**config.mk**
```make
export PLATFORM = sky130hd
export DESIGN_NAME = length_prefixed_message_deframer_top
export DESIGN_NICKNAME = d
export VERILOG_FILES = /design/src/rtl/core/lpmd_pkg.sv /design/src/rtl/core/lpmd_front.sv /design/src/rtl/core/lpmd_queue.sv /design/src/rtl/core/lpmd_back.sv /design/src/rtl/core/length_prefixed_message_deframer_top.sv
export SDC_FILE = /design/constraint.sdc
export NUM_CORES = 1
export LEC_CHECK = 0
export ABC_AREA = 1
export BUFFER_PORTS_ARGS = -buffer_cell sky130_fd_sc_hd__buf_4
export CAP_MARGIN = 10
export CORE_ASPECT_RATIO = 0.8
export CORE_MARGIN = 2
export CORE_UTILIZATION = 25
export CTS_CLUSTER_DIAMETER = 100
export DETAILED_ROUTE_END_ITERATION = 8
export PLACE_DENSITY = 0.41
export SLEW_MARGIN = 5
export SYNTH_ARGS = -nofsm -noshare
export SYNTH_HDL_FRONTEND = slang
export SYNTH_SLANG_ARGS = --single-unit
```
**constraint.sdc**
```tcl
create_clock -name clk -period 5 [get_ports clk]
set_input_delay 1.5 -clock clk [delete_from_list [all_inputs] [get_ports clk]]
set_output_delay 1.5 -clock clk [all_outputs]
set_load 0.01 [all_outputs]
```
**src/rtl/core/lpmd_pkg.sv**
```systemverilog
`timescale 1ns / 1ps
// ----------------------------------------------------------------------------
// Length-prefixed message deframer package
// Shared constants and the result record passed from the front end, through
// the queue, to the output stage.
// ----------------------------------------------------------------------------
package lpmd_pkg;

  localparam logic [1:0] FuncData   = 2'd0;
  localparam logic [1:0] FuncCancel = 2'd1;
  localparam logic [1:0] FuncNew    = 2'd2;

  // Header is one flag byte and a 32-bit big-endian length.
  localparam int unsigned HdrBytes = 5;
  localparam logic [2:0]  HdrLast  = 3'(HdrBytes - 1);

  localparam int unsigned QDepth = 2;
  localparam int unsigned QCntW  = $clog2(QDepth + 1);

  typedef struct packed {
    logic [7:0] payload_byte;
    logic       payload_valid;
    logic       msg_last;
    logic       empty_msg;
    logic [7:0] msg_flag;
    logic       finished;
    logic       truncated;
  } lpmd_result_t;

endpackage

```
**src/rtl/core/lpmd_front.sv**
```systemverilog
`timescale 1ns / 1ps
// ----------------------------------------------------------------------------
// Deframer front end
// Tracks header, payload, cancel and end-of-stream phases for each accepted
// transfer and builds the result record, if the transfer produces one.
// ----------------------------------------------------------------------------
module lpmd_front
  import lpmd_pkg::*;
(
  input  logic         clk,
  input  logic         rst_n,
  input  logic         acc,
  input  logic [1:0]   func,
  input  logic [7:0]   data_byte,
  input  logic         stream_end,
  output logic         push,
  output lpmd_result_t res
);

  localparam logic [1:0] PhHeader    = 2'd0;
  localparam logic [1:0] PhPayload   = 2'd1;
  localparam logic [1:0] PhCancelled = 2'd2;
  localparam logic [1:0] PhEnded     = 2'd3;

  logic [1:0]  phase_r, phase_nxt;
  logic [2:0]  hcnt_r, hcnt_nxt;
  logic [31:0] len_r, len_nxt;
  logic [31:0] left_r, left_nxt;
  logic [7:0]  flag_r, flag_nxt;
  logic [31:0] len_val;
  logic [7:0]  flag_val;
  logic        trunc;

  always_comb begin
    phase_nxt = phase_r;
    hcnt_nxt  = hcnt_r;
    len_nxt   = len_r;
    left_nxt  = left_r;
    flag_nxt  = flag_r;
    res       = '0;
    push      = 1'b0;
    trunc     = 1'b0;
    len_val   = (hcnt_r == 3'd0) ? 32'd0 : {len_r[23:0], data_byte};
    flag_val  = (hcnt_r == 3'd0) ? data_byte : flag_r;
    if (acc) begin
      case (func)
        FuncCancel: begin
          phase_nxt = PhCancelled;
        end
        FuncNew: begin
          phase_nxt = PhHeader;
          hcnt_nxt  = 3'd0;
          len_nxt   = 32'd0;
          left_nxt  = 32'd0;
          flag_nxt  = 8'd0;
        end
        FuncData: begin
          if (phase_r == PhHeader) begin
            res.msg_flag = flag_val;
            flag_nxt     = flag_val;
            if (hcnt_r == HdrLast) begin
              hcnt_nxt = 3'd0;
              len_nxt  = 32'd0;
              if (len_val == 32'd0) begin
                res.empty_msg = 1'b1;
                flag_nxt      = 8'd0;
              end else begin
                left_nxt  = len_val;
                phase_nxt = PhPayload;
                trunc     = 1'b1;
              end
            end else begin
              hcnt_nxt = hcnt_r + 3'd1;
              len_nxt  = len_val;
              trunc    = 1'b1;
            end
          end else if (phase_r == PhPayload) begin
            res.payload_byte  = data_byte;
            res.payload_valid = 1'b1;
            res.msg_flag      = flag_r;
            left_nxt          = left_r - 32'd1;
            if (left_r == 32'd1) begin
              res.msg_last = 1'b1;
              phase_nxt    = PhHeader;
              hcnt_nxt     = 3'd0;
              flag_nxt     = 8'd0;
            end else begin
              trunc = 1'b1;
            end
          end
          if (phase_r == PhHeader || phase_r == PhPayload) begin
            if (stream_end) begin
              phase_nxt    = PhEnded;
              res.finished = 1'b1;
            end
            res.truncated = trunc & stream_end;
            push = res.payload_valid | res.empty_msg | stream_end;
          end
        end
        default: begin
        end
      endcase
    end
  end

  always_ff @(posedge clk) begin
    if (!rst_n) begin
      phase_r <= PhHeader;
      hcnt_r  <= 3'd0;
      len_r   <= 32'd0;
      left_r  <= 32'd0;
      flag_r  <= 8'd0;
    end else begin
      phase_r <= phase_nxt;
      hcnt_r  <= hcnt_nxt;
      len_r   <= len_nxt;
      left_r  <= left_nxt;
      flag_r  <= flag_nxt;
    end
  end

endmodule

```
**src/rtl/core/lpmd_queue.sv**
```systemverilog
`timescale 1ns / 1ps
// ----------------------------------------------------------------------------
// Deframer result queue
// Short shifting queue between the front end and the output stage; the head
// always sits in the first slot.
// ----------------------------------------------------------------------------
module lpmd_queue
  import lpmd_pkg::*;
(
  input  logic         clk,
  input  logic         rst_n,
  input  logic         push,
  input  lpmd_result_t push_data,
  input  logic         pop,
  output logic         not_full,
  output logic         head_valid,
  output lpmd_result_t head_data
);

  lpmd_result_t         q_r   [QDepth];
  lpmd_result_t         q_nxt [QDepth];
  logic [QCntW-1:0]     cnt_r, cnt_nxt;
  logic [QCntW-1:0]     wr_pos;

  assign not_full   = (cnt_r != QCntW'(QDepth));
  assign head_valid = (cnt_r != '0);
  assign head_data  = q_r[0];

  always_comb begin
    wr_pos  = cnt_r - QCntW'(pop);
    cnt_nxt = cnt_r + QCntW'(push) - QCntW'(pop);
    for (int i = 0; i < QDepth; i++) begin
      if (pop && (i + 1 < QDepth)) begin
        q_nxt[i] = q_r[i + 1];
      end else begin
        q_nxt[i] = q_r[i];
      end
      if (push && (wr_pos == QCntW'(i))) begin
        q_nxt[i] = push_data;
      end
    end
  end

  always_ff @(posedge clk) begin
    if (!rst_n) begin
      cnt_r <= '0;
    end else begin
      cnt_r <= cnt_nxt;
    end
  end

  always_ff @(posedge clk) begin
    for (int i = 0; i < QDepth; i++) begin
      q_r[i] <= q_nxt[i];
    end
  end

endmodule

```
**src/rtl/core/lpmd_back.sv**
```systemverilog
`timescale 1ns / 1ps
// ----------------------------------------------------------------------------
// Deframer output stage
// Registered result holder that takes the queue head whenever it is empty or
// its current transfer completes.
// ----------------------------------------------------------------------------
module lpmd_back
  import lpmd_pkg::*;
(
  input  logic         clk,
  input  logic         rst_n,
  input  logic         head_valid,
  input  lpmd_result_t head_data,
  output logic         pop,
  input  logic         out_ready,
  output logic         out_valid,
  output lpmd_result_t out_data
);

  logic         valid_r, valid_nxt;
  lpmd_result_t data_r;
  logic         take;

  assign take      = !valid_r || out_ready;
  assign pop       = take && head_valid;
  assign valid_nxt = take ? head_valid : valid_r;
  assign out_valid = valid_r;
  assign out_data  = data_r;

  always_ff @(posedge clk) begin
    if (!rst_n) begin
      valid_r <= 1'b0;
    end else begin
      valid_r <= valid_nxt;
    end
  end

  always_ff @(posedge clk) begin
    if (pop) begin
      data_r <= head_data;
    end
  end

endmodule

```
**src/rtl/core/length_prefixed_message_deframer_top.sv**
```systemverilog
`timescale 1ns / 1ps
// ----------------------------------------------------------------------------
// Length-prefixed message deframer
// Splits a byte stream of flag/length-prefixed messages into payload bytes,
// marks message ends and empty messages, and reports the end of the stream.
//
//   Group  Direction  tdata                         tuser / tlast
//   in_    slave      [7:0] data_byte               tuser func, tlast stream_end
//   out_   master     [7:0] payload_byte,           tuser {truncated, finished,
//                     [15:8] msg_flag                 empty_msg, payload_valid}
//                                                   tlast msg_last
//
// One input transfer is accepted per cycle while in_tready is high; the front
// end updates its phase and counters in the cycle of acceptance.
// A result is registered in the queue, then in the output register, before it
// shows on out_tvalid; while out_tready is low it waits in the queue.
// in_tready falls only when the two-entry queue is full.
// rst_n is synchronous and returns the block to the header phase.
// ----------------------------------------------------------------------------
module length_prefixed_message_deframer_top
  import lpmd_pkg::*;
(
  input  logic        clk,
  input  logic        rst_n,
  input  logic        in_tvalid,
  output logic        in_tready,
  input  logic [7:0]  in_tdata,   // [7:0] data_byte
  input  logic [1:0]  in_tuser,   // [1:0] func
  input  logic        in_tlast,   // stream_end
  output logic        out_tvalid,
  input  logic        out_tready,
  output logic [15:0] out_tdata,  // [7:0] payload_byte, [15:8] msg_flag
  output logic [3:0]  out_tuser,  // [0] payload_valid, [1] empty_msg,
                                  // [2] finished, [3] truncated
  output logic        out_tlast   // msg_last
);

  logic         acc;
  logic         push;
  lpmd_result_t push_data;
  logic         pop;
  logic         head_valid;
  lpmd_result_t head_data;
  lpmd_result_t out_data;

  assign acc = in_tvalid && in_tready;

  lpmd_front u_front (
    .clk        (clk),
    .rst_n      (rst_n),
    .acc        (acc),
    .func       (in_tuser),
    .data_byte  (in_tdata),
    .stream_end (in_tlast),
    .push       (push),
    .res        (push_data)
  );

  lpmd_queue u_queue (
    .clk        (clk),
    .rst_n      (rst_n),
    .push       (push),
    .push_data  (push_data),
    .pop        (pop),
    .not_full   (in_tready),
    .head_valid (head_valid),
    .head_data  (head_data)
  );

  lpmd_back u_back (
    .clk        (clk),
    .rst_n      (rst_n),
    .head_valid (head_valid),
    .head_data  (head_data),
    .pop        (pop),
    .out_ready  (out_tready),
    .out_valid  (out_tvalid),
    .out_data   (out_data)
  );

  assign out_tdata = {out_data.msg_flag, out_data.payload_byte};
  assign out_tuser = {out_data.truncated, out_data.finished,
                      out_data.empty_msg, out_data.payload_valid};
  assign out_tlast = out_data.msg_last;

endmodule

```
==> results of run 1 <==
cell type report:
class | count | area share [%]
Tap cell | 370 | 5.61
Multi-Input combinational cell | 715 | 38.9
Timing Repair Buffer | 49 | 4.46
Inverter | 85 | 3.87
Clock inverter | 15 | 1.64
Clock buffer | 17 | 5.16
Sequential cell | 135 | 40.4
flip-flops by register name, indices dropped and copies added, names as in the netlist:
signal / count
u_back.out_valid: 1
u_back.out_data: 21
u_front.hcnt_r: 3
u_queue.q_r: 42
u_front.left_r: 32
u_front.len_r: 24
u_front.phase_r: 2
u_queue.cnt_r: 2
u_front.flag_r: 8
cell families after synthesis:
group,count (synthesis),share of synthesized area (%)
flip-flops,135,47.0
XOR/XNOR,8,0.988
adder cells (fa/ha/maj),6,1.06
AO/OA/AOI/OAI,151,11.1
buffers and inverters,130,7.95
AND/OR/NAND/NOR,550,31.9
power groups by stage:
stage | combinational [W] | clock, W | sequential (W)
3_5_place_dp | 0.00120 | 0 | 0.00150
5_1_grt | 0.00136 | 0.00130 | 0.00150
2_1_floorplan | 0.000743 | 0 | 0.00153
3_3_place_gp | 0.00121 | 0 | 0.00151
6_report | 0.00120 | 0.00121 | 0.00148
4_1_cts | 0.00121 | 0.00125 | 0.00148
cell usage in the layout (no fill, tap or decap), types with 2 or more instances in the layout:
master and n:
nand3_1 75, o21ai_1 11, nor2_2 3, edfxtp_1 63, o31ai_1 2, inv_8 5, buf_4 49, clkinv_1 2
xor2_1 8, inv_2 3, nand2_4 2, clkinv_4 3, clkbuf_16 17, nand4_1 21, ha_1 6, nand2_1 290
dfxtp_1 72, a21oi_1 92, o21ai_0 38, nand2_2 3, nor3_1 8, inv_1 81, nor2_1 145, inv_6 3
clkinvlp_4 3
path summary, 6_finish.rpt:
check	start	to	slack, ns
setup / recovery	in_tvalid	u_queue.q_r[0][10]	1.49
hold / removal	u_queue.q_r[0][3]	u_back.out_data[3]	0.42
setup reg to reg	u_front.hcnt_r[0]	u_queue.q_r[0][10]	1.51
hold reg to reg	u_queue.q_r[0][3]	u_back.out_data[3]	0.42
layer usage:
layer | vias up | wire length (microns)
met3 | 10 | 946
met2 | 138 | 8960
met1 | 3012 | 12100
met5 | - | 0
met4 | 0 | 206
li1 | 3250 | -
per-stage QoR:
step | hold WS [ns] | area, sq um | std cells
after floorplan | 0.400 | 7100 | 980
after global placement | 0.404 | 7690 | 1354
after detailed placement | 0.407 | 7690 | 1354
after CTS | 0.425 | 8250 | 1386
after global routing | 0.434 | 8250 | 1386
final | 0.421 | 8250 | 1386
worst reg2reg max path: stages (launching register included):
cell and delay (ns):
dfxtp_1 0.33, inv_1 0.08, ha_1 0.19, nand2_2 0.53
o21ai_0 0.40, nand2_1 0.11, nor2_1 0.11, nand2_1 0.10
nor2_4 0.18, nand2_4 0.13, a21boi_4 0.35, nand2_4 0.26
nand2_1 0.12, buf_4 0.29
==> flow_metrics.tcl, run 1 <==
set metrics [dict create \
    critical-path-top-delay-family "simple AND/OR/NAND/NOR gates" \
    finalCritPeriodShare_pct 70.2 \
    fp-row-count 55 \
    wl_per_cell_microns 16.0 \
    grt_pass1_wl_mm 35.3 \
    pre_cts_slack_ns 1.07 \
    r2r_cells 13 \
    slew_violations 0 \
    core_area_sq_mm 0.0281 \
    path_max_fanout 22 \
    finalSetupViolations 0 \
    multi_input_area_sq_mm 0.00321 \
    synth-edff-count 63 \
    die_x_microns 192 \
    cts_resized 0 \
    post-route-util_pct 29.4 \
    worst-path-buf-inv 2 \
    grt_max_degree 52 \
    antenna_cells 0 \
    nets 1024 \
    ant_nets 0 \
    die_h_microns 155 \
    hold_path_class "reg2reg" \
    detail_route.iter0.violations 586 \
    regArea_sq_mm 0.00333 \
    synth_top_area_share_pct 26.7 \
    p_leak_nw 3.41 \
    required_ns 5.10 \
    yosysSeqAreaShare_pct 47.0 \
    ctsHoldBuffers 0 \
    powerDensity_mw_per_mm2 472 \
    io-pin-count 38 \
    wl_mm 22.2 \
    use_met3_pct 2.43 \
    htreeDepth 4 \
    tightest_slew_ns 0.914 \
    cts_num_sinks 135 \
    hold_depth 0 \
    p_seq_share_pct 38.0 \
    setup_ws_ns 1.49 \
    synth_commonest_cells "nand2_1 (290), nor2_1 (147), a21oi_1 (93)" \
    arrival_ns 3.61 \
    drt_pass1_iterations 5 \
    viasPerCell 4.62 \
    busiest_layer "met1" \
    synth-seq-cells 135 \
    synth_cells 980 \
    maxCapViolCount 0 \
    total_power_w 0.00390 \
    critPathMaxStageDelay_ns 0.38 \
    die-area_sq_mm 0.0298 \
    vias 6410 \
    yosysMostFrequentCell "nand2_1" \
    use_met1_pct 24.9 \
    yosys_warnings 0 \
    fin_skew_ns 0.0146 \
    maxSlewHeadroom_pct 38.8 \
    grt.overflow.total 0 \
    path_common_cell "nand2_1" \
    place.gp.congestion 0.821 \
    cts_tree "done" \
    syn_to_final_growth_pct 16.3 \
    cp.depth 9 \
    synthFlopType "dfxtp_1" \
    dp_hpwl_mm 16.1 \
    period_minus_slack_ns 3.51 \
    path_cells "buf_4 -> nand2_1 -> nor2_1 -> nand2_1 -> nor2_1 -> a21boi_4 -> nand2_4 -> nand2_1 -> buf_4" \
    clock_latency_ns 0.43 \
    rsz0062_at_grt "false" \
    criticalPathCategory "in2reg" \
    power_frac_comb_pct 30.9 \
    synth_cell_types 34 \
    grt_usage_pct 15.6 \
    drc 0 \
    startpoint_type "input port" \
    p_sw_w 0.00149 \
    clockRootBuffer "clkbuf_16" \
    syn_avg_cell_area_sq_um 7.24 \
    vdd_ir_drop_max_uv 209 \
    synth.area.top_cells "edfxtp_1 (27%), dfxtp_1 (20%), nand2_1 (15%), nor2_1 (7.8%), a21oi_1 (6.6%)" \
    synthesis.nets 1001 \
    grt_pass1_vias 5989 \
    clk_pin_slew_ns 0.07 \
    global_route.usage.met2_pct 21.3 \
    fmax_mhz 285 \
    netlist_area_sq_mm 0.00710 \
    fillers 3090 \
    synthArstFlopShare_pct 0 \
    cts_buffer_depth 2 \
    fin_setup_tns_ns 0 \
    cts_setup_buffers 0 \
    io_buffers 37 \
    p_int_w 0.00241 \
    status "completed" \
    initial_core_util_pct 25.3 \
    numCtsBuffers 17 \
    final-hold-violation-count 0 \
    swShare_pct 38.2 \
    cpMaxStageDelayCell "a21boi_4" \
    yosysTopAreaCell "edfxtp_1" \
    crit_path_end_kind "register" \
    drive_above_1_share_pct 9.55 \
    grt_antenna_before_repair 0 \
    power_frac_clock_pct 31.2 \
]
(Power assumes the default switching activity.)
==> run 2: changes to the inputs <==
- ABC_AREA: 1 -> 0
- PLACE_DENSITY: 0.41 -> 0.42
- clock period: 5 -> 3.3 ns (I/O delays scaled with it)
==> run 2 against run 1 <==
Net effect: via count is 20% lower; highest routed layer unchanged; largest cell class unchanged; cell area is 5.0% lower; sequential power is 50% higher; sequential cell count stayed put; worst hold slack better by 0.0028 ns; critical path type is now reg2reg; count of clock-buffer cells in the layout is 2 higher; power is 40% higher; register-to-register slack worse by 0.84 ns.
==> flow_metrics.tcl, run 2 <==
set metrics [dict create \
    grt_max_degree 56 \
    path_max_fanout 22 \
    fp-row-count 52 \
    cp.depth 8 \
    synth.area.top_cells "edfxtp_1 (29%), dfxtp_1 (22%), nand2_1 (3.8%), mux2_2 (3.7%), nand3_1 (3.6%)" \
    synth_commonest_cells "dfxtp_1 (72), nand2_1 (65), edfxtp_1 (63)" \
    worst-r2r-setup-slack_ns 0.67 \
    core_area_sq_mm 0.0253 \
    maxSlewHeadroom_pct 54.5 \
    synth_xor_area_share_pct 2.04 \
    die-area_sq_mm 0.0271 \
    io_buffers 37 \
    wl_per_cell_microns 18.6 \
    power_frac_comb_pct 21.4 \
    dp_hpwl_mm 12.7 \
    fin_skew_ns 0.0114 \
    r2r_cells 8 \
    criticalPathCategory "reg2reg" \
    drt_pass1_iterations 5 \
    syn_to_final_growth_pct 21.5 \
    r2r-start "u_front.len_r[16]" \
    cts_num_sinks 135 \
    crit_path_end_kind "register" \
    fin_setup_tns_ns 0 \
    p_seq_share_pct 40.6 \
    die_x_microns 184 \
    antenna_cells 0 \
    reg2reg_to "u_queue.q_r[0][19]" \
    tightest_slew_ns 0.676 \
    detail_route.iter0.violations 411 \
    nets 694 \
    cts_buffer_depth 2 \
    critical-path-top-delay-family "simple AND/OR/NAND/NOR gates" \
    met1_length_mm 9.87 \
    total_power_w 0.00546 \
    power_frac_clock_pct 38.0 \
    ctsHoldBuffers 0 \
    critPathCapture "u_queue.q_r[0][19]" \
    routed.top_layer "met4" \
    p_int_w 0.00388 \
    swShare_pct 29.0 \
    synth-edff-count 63 \
    fin_hold_ws_ns 0.424 \
    synth-simple-area-share_pct 20.2 \
    p_sw_w 0.00159 \
    yosysMostFrequentCell "dfxtp_1" \
    die_h_microns 148 \
    synth_top_area_share_pct 29.3 \
    largest_reg_flops 42 \
    synth_cell_types 63 \
    layout_commonest_cell "dfxtp_1" \
    powerDensity_mw_per_mm2 697 \
    crit_path_start "u_front.len_r[16]" \
    fmax_mhz 380 \
    period_minus_slack_ns 2.63 \
    synth-seq-cells 135 \
    p_leak_nw 2.80 \
    drc 0 \
    reg.largest.list "u_queue.q_r (42), u_front.left_r (32), u_front.len_r (24)" \
    initial_core_util_pct 25.5 \
    synth_top_family_by_area "simple AND/OR/NAND/NOR gates" \
    ant_nets 0 \
    wl_mm 18.8 \
    viasPerCell 5.05 \
    critPathMaxStageDelay_ns 0.62 \
    yosysSeqAreaShare_pct 51.7 \
    startpoint_type "register" \
    grt_pass1_vias 5117 \
    maxCapViolCount 0 \
    met3WireLength_microns 547 \
    grt_antenna_before_repair 0 \
    syn_avg_cell_area_sq_um 10.2 \
    drive_above_1_share_pct 21.4 \
    wl_met2_mm 8.16 \
    path_cells "nor4_1 -> nand4_1 -> nor3_1 -> o31a_1 -> nand3_1 -> buf_4 -> o21ai_2 -> buf_12" \
    clk_pin_slew_ns 0.06 \
    worst-path-buf-inv 2 \
    status "completed" \
    grt_pass1_wl_mm 30.0 \
    layout_common_cells "dfxtp_1 (72), nand2_1 (65), edfxtp_1 (63), buf_4 (59), nand3_1 (47)" \
    vias 5103 \
    clockRootBuffer "clkbuf_16" \
    grt.overflow.total 0 \
    dpl_cell_area_sq_mm 0.00720 \
    finalSetupViolations 0 \
    io-pin-count 38 \
    clock_latency_ns 0.42 \
    yosys_warnings 0 \
    synthFlopType "dfxtp_1" \
    cts_setup_buffers 0 \
    place.gp.congestion 0.790 \
    cpMaxStageDelayCell "nor4_1" \
    top_register "u_queue.q_r" \
    required_ns 3.42 \
    synthesis.nets 651 \
    cts_resized 0 \
    finalCritPeriodShare_pct 79.8 \
    synth_compound_area_share_pct 18.1 \
    slew_violations 0 \
    hold_path_class "reg2reg" \
    rsz0062_at_grt "false" \
    cts_tree "done" \
    numCtsBuffers 17 \
    htreeDepth 4 \
    grt_usage_pct 14.3 \
    final-hold-violation-count 0 \
    synthArstFlopShare_pct 0 \
    finalInstanceArea_sq_mm 0.00784 \
    synth_cells 630 \
    arrival_ns 2.75 \
    synthAdderAreaFrac_pct 1.16 \
    yosysTopAreaCell "edfxtp_1" \
    netlist_area_sq_mm 0.00645 \
    vdd_ir_drop_max_uv 376 \
    synthMuxAreaShare_pct 3.67 \
]
==> run 2: metal layers <==
metal  GRT usage (%)  vias to the layer above
met5               0                        -
met3            2.44                       13
met4            4.20                        0
met2            21.6                      101
li1                -                     2466
met1            21.0                     2523
==> run 2: cell families after synthesis <==
logic type | after synthesis
simple gates | 237
fa+ha+maj | 6
compound gates | 168
mux | 21
buf+inv | 48
flops | 135
xor+xnor | 15
==> run 2: cell type report <==
cell class / count / area (sq um)
fill: 2579 / 17500
inverter: 10 / 37.5
multi-input combinational: 447 / 2920
tap: 324 / 405
sequential: 135 / 3330
clock buffer: 19 / 443
timing repair buffer: 62 / 503
clock inverter: 13 / 194
==> run 2: worst min path at each step <==
stage                                   from                   to  slack (ns)  cells past startpoint
after global placement     u_queue.q_r[0][4]   u_back.out_data[4]        0.41                      0
after global routing       u_queue.q_r[0][7]   u_back.out_data[7]        0.43                      0
after floorplan            u_queue.q_r[0][0]   u_back.out_data[0]        0.40                      0
after detailed placement  u_queue.q_r[0][17]  u_back.out_data[17]        0.41                      0
after CTS                 u_queue.q_r[0][13]  u_back.out_data[13]        0.43                      0
final                     u_queue.q_r[0][13]  u_back.out_data[13]        0.42                      0
==> run 2: power by group through the flow <==
| stage | clock, W | sequential, W | combinational (W) |
|---|---|---|---|
| 2_1_floorplan | 0 | 0.00229 | 0.000635 |
| 3_3_place_gp | 0 | 0.00226 | 0.00117 |
| 3_5_place_dp | 0 | 0.00226 | 0.00117 |
| 4_1_cts | 0.00212 | 0.00222 | 0.00118 |
| 5_1_grt | 0.00220 | 0.00225 | 0.00128 |
| 6_report | 0.00208 | 0.00222 | 0.00117 |
==> run 2: metrics by stage <==
stage                     cells  utilization, %  setup WS, ns
after floorplan             630               -         0.138
after global placement      978            28.5         0.240
after detailed placement    978            28.5         0.255
after CTS                  1010            31.0         0.678
after global routing       1010            31.0         0.505
final                      1010            31.0         0.668
